--- config.mk ---
export PLATFORM = sky130hd
export DESIGN_NAME = bc_texture_block_decoder_top
export DESIGN_NICKNAME = d
export VERILOG_FILES = /design/src/rtl/core/bctd_pkg.sv /design/src/rtl/core/bctd_endpoint.sv /design/src/rtl/core/bctd_palette.sv /design/src/rtl/core/bctd_lane.sv /design/src/rtl/core/bc_texture_block_decoder_top.sv
export SDC_FILE = /design/constraint.sdc
export NUM_CORES = 2
export LEC_CHECK = 0
export ABC_AREA = 1
export BUFFER_PORTS_ARGS = -buffer_cell sky130_fd_sc_hd__buf_2
export CORE_UTILIZATION = 40
export CTS_CLUSTER_SIZE = 25
export DETAILED_ROUTE_END_ITERATION = 7
export PLACE_DENSITY = 0.61
export REMOVE_ABC_BUFFERS = 1
export SYNTH_ARGS = -nofsm -noshare
export SYNTH_HDL_FRONTEND = slang
export SYNTH_HIERARCHICAL = 1
export SYNTH_SLANG_ARGS = --single-unit
--- constraint.sdc ---
create_clock -name clk -period 8.3 [get_ports clk]
set_input_delay 0.83 -clock clk [delete_from_list [all_inputs] [get_ports clk]]
set_output_delay 0.83 -clock clk [all_outputs]
set_load 0.03 [all_outputs]
--- src/rtl/core/bctd_pkg.sv ---
// bctd_pkg: shared types for the BC1/BC3/BC5 texture block decoder.
// Format codes, channel words and the structs passed between pipeline stages.
// No dependencies.
package bctd_pkg;

  typedef enum logic [1:0] {
    FMT_BC1  = 2'd0,
    FMT_BC3  = 2'd1,
    FMT_BC5  = 2'd2,
    FMT_RSVD = 2'd3
  } fmt_t;

  typedef struct packed {
    logic [63:0] block_high;
    logic [63:0] block_low;
  } in_word_t;

  typedef struct packed {
    logic        last_row;
    logic [31:0] texel3_rgba;
    logic [31:0] texel2_rgba;
    logic [31:0] texel1_rgba;
    logic [31:0] texel0_rgba;
    logic [1:0]  row_index;
  } out_word_t;

  typedef struct packed {
    logic [7:0] blu;
    logic [7:0] grn;
    logic [7:0] red;
  } rgb8_t;

  // endpoint stage -> palette stage
  typedef struct packed {
    fmt_t        fmt;
    logic        four_col;
    rgb8_t       e0;
    rgb8_t       e1;
    logic [31:0] col_idx;
    logic [63:0] ch0_blk;
    logic [63:0] ch1_blk;
  } ep_t;

  // palette stage -> column lanes
  typedef struct packed {
    fmt_t            fmt;
    logic [3:0][31:0] col_pal;
    logic [31:0]     col_idx;
    logic [7:0][7:0] ch0_pal;
    logic [7:0][7:0] ch1_pal;
    logic [47:0]     ch0_idx;
    logic [47:0]     ch1_idx;
  } pal_t;

endpackage

--- src/rtl/core/bctd_endpoint.sv ---
// bctd_endpoint: first stage; picks the colour half and expands the 565 endpoints.
// Depends on bctd_pkg.
module bctd_endpoint (
  input  logic             clk,
  input  logic             load,
  input  bctd_pkg::fmt_t   fmt,
  input  bctd_pkg::in_word_t blk,
  output bctd_pkg::ep_t    ep
);
  import bctd_pkg::*;

  typedef logic [31:0][7:0] exp5_lut_t;
  typedef logic [63:0][7:0] exp6_lut_t;

  function automatic exp5_lut_t build_exp5();
    exp5_lut_t t;
    for (int i = 0; i < 32; i++) begin
      t[i] = 8'((i * 255) / 31);
    end
    return t;
  endfunction

  function automatic exp6_lut_t build_exp6();
    exp6_lut_t t;
    for (int i = 0; i < 64; i++) begin
      t[i] = 8'((i * 255) / 63);
    end
    return t;
  endfunction

  localparam exp5_lut_t EXP5_LUT = build_exp5();
  localparam exp6_lut_t EXP6_LUT = build_exp6();

  logic [63:0] col_blk;
  logic [15:0] c0;
  logic [15:0] c1;
  logic        force4;
  ep_t         ep_nxt;
  ep_t         ep_r;

  always_comb begin
    case (fmt)
      FMT_BC3: begin
        col_blk = blk.block_high;
        force4  = 1'b1;
      end
      default: begin
        col_blk = blk.block_low;
        force4  = 1'b0;
      end
    endcase
    c0 = col_blk[15:0];
    c1 = col_blk[31:16];
    ep_nxt.fmt      = fmt;
    ep_nxt.four_col = force4 || (c0 > c1);
    ep_nxt.e0.red   = EXP5_LUT[c0[15:11]];
    ep_nxt.e0.grn   = EXP6_LUT[c0[10:5]];
    ep_nxt.e0.blu   = EXP5_LUT[c0[4:0]];
    ep_nxt.e1.red   = EXP5_LUT[c1[15:11]];
    ep_nxt.e1.grn   = EXP6_LUT[c1[10:5]];
    ep_nxt.e1.blu   = EXP5_LUT[c1[4:0]];
    ep_nxt.col_idx  = col_blk[63:32];
    ep_nxt.ch0_blk  = blk.block_low;
    ep_nxt.ch1_blk  = blk.block_high;
  end

  always_ff @(posedge clk) begin
    if (load) begin
      ep_r <= ep_nxt;
    end
  end

  assign ep = ep_r;

endmodule

--- src/rtl/core/bctd_palette.sv ---
// bctd_palette: second stage; builds the colour palette and both channel palettes.
// Depends on bctd_pkg.
module bctd_palette (
  input  logic          clk,
  input  logic          load,
  input  bctd_pkg::ep_t ep,
  output bctd_pkg::pal_t pal
);
  import bctd_pkg::*;

  // truncating divides by reciprocal multiply, exact over the ranges used
  function automatic logic [7:0] div3(input logic [9:0] x);
    logic [20:0] p;
    p = 21'(x) * 21'd683;
    return p[18:11];
  endfunction

  function automatic logic [7:0] div5(input logic [10:0] x);
    logic [23:0] p;
    p = 24'(x) * 24'd1639;
    return p[20:13];
  endfunction

  function automatic logic [7:0] div7(input logic [10:0] x);
    logic [25:0] p;
    p = 26'(x) * 26'd2341;
    return p[21:14];
  endfunction

  function automatic logic [7:0] mix3(input logic [7:0] a, input logic [7:0] b);
    return div3(10'({a, 1'b0}) + 10'(b));
  endfunction

  function automatic logic [7:0] avg2(input logic [7:0] a, input logic [7:0] b);
    logic [8:0] s;
    s = 9'(a) + 9'(b);
    return s[8:1];
  endfunction

  function automatic logic [7:0][7:0] chan_pal(input logic [7:0] a0, input logic [7:0] a1);
    logic [7:0][7:0] p;
    logic [10:0]     s;
    p[0] = a0;
    p[1] = a1;
    if (a0 > a1) begin
      for (int i = 1; i <= 6; i++) begin
        s = 11'(7 - i) * {3'b000, a0} + 11'(i) * {3'b000, a1};
        p[1 + i] = div7(s);
      end
    end else begin
      for (int i = 1; i <= 4; i++) begin
        s = 11'(5 - i) * {3'b000, a0} + 11'(i) * {3'b000, a1};
        p[1 + i] = div5(s);
      end
      p[6] = 8'h00;
      p[7] = 8'hFF;
    end
    return p;
  endfunction

  pal_t pal_nxt;
  pal_t pal_r;

  always_comb begin
    pal_nxt.fmt        = ep.fmt;
    pal_nxt.col_pal[0] = {8'hFF, ep.e0};
    pal_nxt.col_pal[1] = {8'hFF, ep.e1};
    if (ep.four_col) begin
      pal_nxt.col_pal[2] = {8'hFF, mix3(ep.e0.blu, ep.e1.blu), mix3(ep.e0.grn, ep.e1.grn),
                            mix3(ep.e0.red, ep.e1.red)};
      pal_nxt.col_pal[3] = {8'hFF, mix3(ep.e1.blu, ep.e0.blu), mix3(ep.e1.grn, ep.e0.grn),
                            mix3(ep.e1.red, ep.e0.red)};
    end else begin
      pal_nxt.col_pal[2] = {8'hFF, avg2(ep.e0.blu, ep.e1.blu), avg2(ep.e0.grn, ep.e1.grn),
                            avg2(ep.e0.red, ep.e1.red)};
      pal_nxt.col_pal[3] = 32'h0;
    end
    pal_nxt.col_idx = ep.col_idx;
    pal_nxt.ch0_pal = chan_pal(ep.ch0_blk[7:0], ep.ch0_blk[15:8]);
    pal_nxt.ch1_pal = chan_pal(ep.ch1_blk[7:0], ep.ch1_blk[15:8]);
    pal_nxt.ch0_idx = ep.ch0_blk[63:16];
    pal_nxt.ch1_idx = ep.ch1_blk[63:16];
  end

  always_ff @(posedge clk) begin
    if (load) begin
      pal_r <= pal_nxt;
    end
  end

  assign pal = pal_r;

endmodule

--- src/rtl/core/bctd_lane.sv ---
// bctd_lane: one column lane; looks up the texel of its column in the current row.
// Depends on bctd_pkg.
module bctd_lane (
  input  bctd_pkg::pal_t pal,
  input  logic [1:0]     row,
  input  logic [1:0]     lane_col,
  output logic [31:0]    texel
);
  import bctd_pkg::*;

  logic [3:0] k;
  logic [4:0] base2;
  logic [5:0] base3;
  logic [1:0] ci;
  logic [2:0] ai;
  logic [2:0] bi;

  always_comb begin
    k     = {row, lane_col};
    base2 = {k, 1'b0};
    base3 = ({2'b00, k} << 1) + {2'b00, k};
    ci    = pal.col_idx[base2 +: 2];
    ai    = pal.ch0_idx[base3 +: 3];
    bi    = pal.ch1_idx[base3 +: 3];
    case (pal.fmt)
      FMT_BC3: texel = {pal.ch0_pal[ai], pal.col_pal[ci][23:0]};
      FMT_BC5: texel = {8'hFF, 8'h80, pal.ch1_pal[bi], pal.ch0_pal[ai]};
      default: texel = pal.col_pal[ci];
    endcase
  end

endmodule

--- src/rtl/core/bc_texture_block_decoder_top.sv ---
// bc_texture_block_decoder_top: BC1/BC3/BC5 block decoder, four column lanes.
// Row 0 is presented once the block word has passed the endpoint, palette and
// output registers, then one row per cycle while out_ready allows. New block
// words are accepted while the prior block is output. Sync active-low reset
// empties the pipeline and sets format BC1. Depends on bctd_pkg and submodules.
module bc_texture_block_decoder_top (
  input  logic                clk,
  input  logic                rst_n,
  input  logic                cfg_we,
  input  logic [1:0]          cfg_wdata,
  input  logic                in_valid,
  output logic                in_ready,
  input  bctd_pkg::in_word_t  in_word,
  output logic                out_valid,
  input  logic                out_ready,
  output bctd_pkg::out_word_t out_word
);
  import bctd_pkg::*;

  fmt_t      block_format_r;
  logic      s1_vld_r;
  logic      s1_vld_nxt;
  logic      s2_vld_r;
  logic      s2_vld_nxt;
  logic [1:0] row_r;
  logic [1:0] row_nxt;
  logic      out_vld_r;
  logic      out_vld_nxt;
  out_word_t out_word_r;
  out_word_t out_word_nxt;

  logic      in_acc;
  logic      s2_adv;
  logic      s2_done;
  logic      s2_load;
  ep_t       ep;
  pal_t      pal;
  logic [3:0][31:0] texel;

  always_ff @(posedge clk) begin
    if (!rst_n) begin
      block_format_r <= FMT_BC1;
    end else if (cfg_we) begin
      block_format_r <= fmt_t'(cfg_wdata);
    end
  end

  always_comb begin
    s2_adv   = s2_vld_r && (!out_vld_r || out_ready);
    s2_done  = s2_adv && (row_r == 2'd3);
    s2_load  = s1_vld_r && (!s2_vld_r || s2_done);
    in_ready = !s1_vld_r || s2_load;
    in_acc   = in_valid && in_ready;

    s1_vld_nxt  = in_acc ? 1'b1 : (s2_load ? 1'b0 : s1_vld_r);
    s2_vld_nxt  = s2_load ? 1'b1 : (s2_done ? 1'b0 : s2_vld_r);
    row_nxt     = s2_load ? 2'd0 : (s2_adv ? row_r + 2'd1 : row_r);
    out_vld_nxt = s2_adv ? 1'b1 : (out_ready ? 1'b0 : out_vld_r);

    out_word_nxt.row_index   = row_r;
    out_word_nxt.texel0_rgba = texel[0];
    out_word_nxt.texel1_rgba = texel[1];
    out_word_nxt.texel2_rgba = texel[2];
    out_word_nxt.texel3_rgba = texel[3];
    out_word_nxt.last_row    = (row_r == 2'd3);
  end

  always_ff @(posedge clk) begin
    if (!rst_n) begin
      s1_vld_r  <= 1'b0;
      s2_vld_r  <= 1'b0;
      row_r     <= 2'd0;
      out_vld_r <= 1'b0;
    end else begin
      s1_vld_r  <= s1_vld_nxt;
      s2_vld_r  <= s2_vld_nxt;
      row_r     <= row_nxt;
      out_vld_r <= out_vld_nxt;
    end
  end

  always_ff @(posedge clk) begin
    if (s2_adv) begin
      out_word_r <= out_word_nxt;
    end
  end

  bctd_endpoint u_endpoint (
    .clk  (clk),
    .load (in_acc),
    .fmt  (block_format_r),
    .blk  (in_word),
    .ep   (ep)
  );

  bctd_palette u_palette (
    .clk  (clk),
    .load (s2_load),
    .ep   (ep),
    .pal  (pal)
  );

  for (genvar gi = 0; gi < 4; gi++) begin : g_lane
    bctd_lane u_lane (
      .pal      (pal),
      .row      (row_r),
      .lane_col (2'(gi)),
      .texel    (texel[gi])
    );
  end

  assign out_valid = out_vld_r;
  assign out_word  = out_word_r;

endmodule
## Yosys cells after proc, flatten, opt, wreduce, memory -nomap -nowiden

Memories as Yosys holds them, arrays and structs flattened. A register that Yosys moved wholly into a read port is not among the register bits.
Index checks and enable logic that the tools add are counted.
Widths: inputs -> output; s select.

- Word-level logic and storage cells: 205
- Memories: 6
- Register bits: 671
- Output and inout bits: 133
- ROM bits: 2048
- Bits of input ports: 135

Memories:

| name | depth | bits a word | rd ports | clocked after memory_dff | wr ports | RTL line | source |
|---|---|---|---|---|---|---|---|
| (name not given) | 64 | 8 | 1 | 1 | 0 | bctd_endpoint.sv:57 | `ep_nxt.e0.grn = EXP6_LUT[c0[10:5]];` |
| (name not given) | 64 | 8 | 1 | 1 | 0 | bctd_endpoint.sv:60 | `ep_nxt.e1.grn = EXP6_LUT[c1[10:5]];` |
| (name not given) | 32 | 8 | 1 | 1 | 0 | bctd_endpoint.sv:56 | `ep_nxt.e0.red = EXP5_LUT[c0[15:11]];` |
| (name not given) | 32 | 8 | 1 | 1 | 0 | bctd_endpoint.sv:58 | `ep_nxt.e0.blu = EXP5_LUT[c0[4:0]];` |
| (name not given) | 32 | 8 | 1 | 1 | 0 | bctd_endpoint.sv:59 | `ep_nxt.e1.red = EXP5_LUT[c1[15:11]];` |
| (name not given) | 32 | 8 | 1 | 1 | 0 | bctd_endpoint.sv:61 | `ep_nxt.e1.blu = EXP5_LUT[c1[4:0]];` |

- Shift operators: 12
- Add/subtract/negate cells: 34
- Reduce and logical (&&, ||, !) cells: 15
- $lt $le $gt $ge: 15
- Eq/ne operators: 4
- Bitwise gates (word level): 1
- $mul: 38
- Mux-type cells: 39

Operator list:

| kind | number |
|---|---|
| $shiftx 48x7->3 | 8 |
| $mul 11x12->22 const B | 12 |
| $bmux 32 s2 | 4 |
| $pmux 32 s2 | 4 |
| $bmux 8 s3 | 8 |
| $mux 32 | 6 |
| $mul 11x11->21 const B | 8 |
| $mux 64 | 2 |
| $shiftx 32x6->2 | 4 |
| $mul 10x10->19 const B | 6 |
| $mul 2x8->10 const A | 8 |
| $mux 8 | 8 |
| $add 9x8->10 | 6 |
| $add 10x10->11 | 4 |
| $mul 3x8->11 const A | 4 |
| $lt 3x4->1 const B | 8 |
| $add 8x8->9 | 3 |
| $add 5x4->6 | 4 |
| $add 10x8->11 | 2 |
| $add 10x9->11 | 2 |
| $add 11x8->11 | 2 |
| $add 11x9->11 | 2 |
| $add 8x10->11 | 2 |
| $add 8x11->11 | 2 |
| 15 further kinds | 39 |

## Logic depth before layout (Yosys ltp)

- Depth after elaboration: 9
- Gate-level depth with buffers: 36
- Gate-level depth less buffers: 36

## By module

The synthesis kept the hierarchy.

Modules (own cells, without submodules):

| module | instances | cells each | area each (µm²) |
|---|---|---|---|
| bctd_palette | 1 | 8254 | 72092.9 |
| bctd_lane at g_lane[0].u_lane ... | 3 | 1247 | 5992.0 |
| bctd_endpoint | 1 | 513 | 8140.3 |
| bctd_lane at g_lane[3].u_lane | 1 | 1248 | 5904.4 |
| bc_texture_block_decoder_top | 1 | 176 | 4267.8 |

## Worst setup path after synthesis

No wires, ideal clock.

- Kind: register to register
- Start: register row_r[0]
- End: register u_palette.pal_r (netlist bit u_palette/pal[0]) (enable)
- Buffers on the path: 0
- Required time: 7.595 ns
- Cell stages (with the launch flop): 6
- Arrival: 8.159 ns
- Setup slack: -0.564 ns
- Library setup time: 0.705 ns
- Path through: dfxtp_1 > ha_1 > nand2_4 > nand2_2 > nand2_2 > inv_1

RTL lines:

| element | RTL line | source |
|---|---|---|
| from (decl) | bc_texture_block_decoder_top.sv:25 | `logic [1:0] row_r;` |
| from (signal assigned) | bc_texture_block_decoder_top.sv:77 | `row_r <= row_nxt;` |
| to (signal assigned) | bctd_palette.sv:87 | `pal_r <= pal_nxt;` |
| to (decl) | bctd_palette.sv:62 | `pal_t pal_r;` |

==> flow_summary.yaml <==
critical_path:
  slowest_delay_ps: 690
  worst-endpoint-required_ps: 8750
  crit_top_cell: "fa_1"
  crit_chain: "inv_1 -> fa_1 -> xnor2_1 -> ha_1 -> a21oi_1 -> nand2_1 -> a21o_1 -> a21oi_1 -> xor2_1 -> ha_1 -> fa_1 -> fa_1 -> fa_1 -> inv_1 -> fa_1 -> inv_1 -> ha_1 -> a21oi_1 -> a21boi_1 -> a21boi_0 -> o21ai_0 -> or2_2 -> nand3_1 -> o21ai_1"
  reg2reg_slack_ps: 1060
  worstSetupStartpointType: "register"
  critical_path_class: "reg -> reg"
  crit_fanout: 12
  path_buf_inv: 3
  crit_slowest_cell: "edfxtp_1"
  arrival_ps: 7690
  critical-path-top-delay-family: "adder cells"
  regToRegEndpoint: "u_palette/pal[185]"
  r2r_cells: 24
  cp-end-kind: "register"
  r2r_start: "u_endpoint/ep[66]"
synthesis:
  synth_mux_area_frac: 0.003463
  synth_compound_area_frac: 0.09330
  ys_types: 69
  synth_flop_cell: "edfxtp_1"
  synth_seq_cells: 704
  avgSynthCellArea_um2: 7.779
  ys_warn_count: 6
  synthXorXnorAreaFrac: 0.02460
  synth_top_area_frac: 0.2227
  synth-seq-area-share: 0.1944
  synthesis.instances: 13930
  synth_top_family_by_area: "adder cells"
  synth-simple-area-share: 0.2474
  synthTopCellsByArea: "ha_1, edfxtp_1, fa_1"
  synth.cell_area_um2: 108400
  synthAdderAreaFrac: 0.3407
  yosysTopAreaCell: "ha_1"
  synth_edf_count: 697
  async_reset_ff_frac: 0
global_route:
  grt_pass1_wl_mm: 570.6
  antenna_found_initial: 37
  grt_max_degree: 121
  grt-ovfl-total: 0
  grt_pass1_vias: 93480
  track_usage: 0.2728
clock_tree:
  h-tree-depth: 3
  numCtsBuffers: 91
  post-cts-setup-buffer-count: 0
  cts.hold.buffers_added: 0
  clk_latency_ps: 770
  cts_sinks: 704
  cts_tree: "built"
  clock-root-buffer: "clkbuf_16"
  clk_transition_reported_paths_ps: 60
  ctsResizeCount: 0
  clockBufferDepth: 3
routing:
  post_drt_wl_per_cell_um: 21.56
  drt_wl_total_mm: 379.9
  drt-vias-per-instance: 5.590
  initialDrtViolationCount: 10710
  drc_errors: 0
  ant_nets: 0
  vias: 98520
  first_pass_iters: 7
final_layout:
  final_common_cell: "nand2_1"
  nets: 16670
  layout-drive-gt1-share: 0.05254
  layout_common_cells: "nand2_1, nand3_1, ha_1, inv_1, a21oi_1"
  num-fill-cells: 27270
  area_growth_pct: 6.415
hold_path:
  min_path_cells: 1
  min_delay_worst_endpoint: "u_endpoint/ep[32]"
  holdCritPathClass: "in -> reg"
  hold_path_startpoint: "in_word[96]"
placement:
  dp_hpwl_mm: 293.4
  place.gp.congestion: 0.9684
  numPortBuffers: 267
floorplan:
  ios: 268
  fp.dieH_um: 522.5
  start_util: 0.4035
  num_rows: 190
  die_area_um2: 273000
  fp.dieW_um: 522.5
  core-area_um2: 268600
timing:
  skew_ps: 76.67
  rsz0062_at_grt: "false"
  tightest_slew_ps: 1093
  min_period_ps: 7235
  final_max_slew_viol_count: 0
  timing.final.crit_share: 0.8717
  setup_viol_count_final: 0
  hold_viol: 0
  fin_worst_hold_slack_ps: 286.9
  max_slew_margin: 0.2706
  max_clock_freq_mhz: 138.2
job:
  drv_cap: 0
outcome:
  outcome: "completed"
per-layer routing:
metal	share of wire	global-route usage	vias to the layer above
met3	0.091	0.05295	873
met4	0.067	0.1594	20
met5	0.00034	0	-
li1	-	-	46970
met2	0.43	0.4194	4507
met1	0.41	0.3552	46150
worst max path at each step:
stage                     depth (start not counted)  slack, ps                  to               from
after floorplan                                   5       -560    u_palette/pal[0]           row_r[0]
after global placement                           28       1160  u_palette/pal[191]  u_endpoint/ep[66]
after detailed placement                         27       1090  u_palette/pal[120]   u_endpoint/ep[2]
after CTS                                        27       1060  u_palette/pal[120]   u_endpoint/ep[2]
after global routing                             28        410  u_palette/pal[191]  u_endpoint/ep[66]
final                                            24       1060  u_palette/pal[185]  u_endpoint/ep[66]
worst register-to-register path: cells and delay by family (launching register included):
kind	cells	cell delay [ps]
adder cells (fa/ha/maj)	8	3410
AO/OA/AOI/OAI	8	1360
XOR/XNOR	2	700
flip-flops	1	690
AND/OR/NAND/NOR	3	450
buffers and inverters	3	350
cells in the mapped netlist (76+ instances only):
library cell / n
xor2_1: 186
nand4_1: 100
inv_1: 1904
edfxtp_1: 697
nand3b_1: 176
a21oi_1: 705
buf_4: 88
xnor2_1: 109
fa_1: 639
nor2_1: 603
o21ai_1: 93
clkbuf_1: 76
nand3_1: 1992
buf_6: 92
ha_1: 1929
buf_2: 193
o21ai_0: 570
nand2_1: 3045
area by class of cell:
cell class,instances,area (um2),share of cell area
Multi-Input combinational cell,10850,77130,0.6688
Sequential cell,704,21070,0.1827
Inverter,1965,7403,0.06419
Tap cell,3552,4444,0.03853
Clock buffer,106,2375,0.02059
Timing Repair Buffer,354,2027,0.01757
Clock inverter,64,819.5,0.007106
Antenna cell,26,65.06,0.0005641
stage by stage:
| stage | setup WS (ps) | util | setup TNS, ps | cells | area, um2 |
|---|---|---|---|---|---|
| 2_1_floorplan | -563.9 | - | -200170 | 13520 | 105600 |
| 3_3_place_gp | 1161 | 0.4172 | 0 | 17430 | 112100 |
| 3_5_place_dp | 1094 | 0.4172 | 0 | 17430 | 112100 |
| 4_1_cts | 1062 | 0.4291 | 0 | 17600 | 115300 |
| 5_1_grt | 413.4 | 0.4293 | 0 | 17620 | 115300 |
| 6_report | 1065 | 0.4293 | 0 | 17630 | 115300 |
registers in the layout, indices dropped and copies added (netlist names):
register        cells
block_format_r      2
out_valid           1
u_palette/pal     355
u_endpoint/ep     211
s1_vld_r            1
out_word          131
row_r               2
s2_vld_r            1
logic make-up (layout without fill, tap and decap cells):
group	count (synthesis)	in the layout
fa+ha+maj	2568	2568
xor+xnor	298	298
mux	33	33
other cells	3	81
flops	704	704
buf+inv	2426	2489
compound gates	1802	1802
simple gates	6098	6098
Power is not shown: default switching activity piles up to over one toggle a cycle in this logic, so the estimate is an artifact.
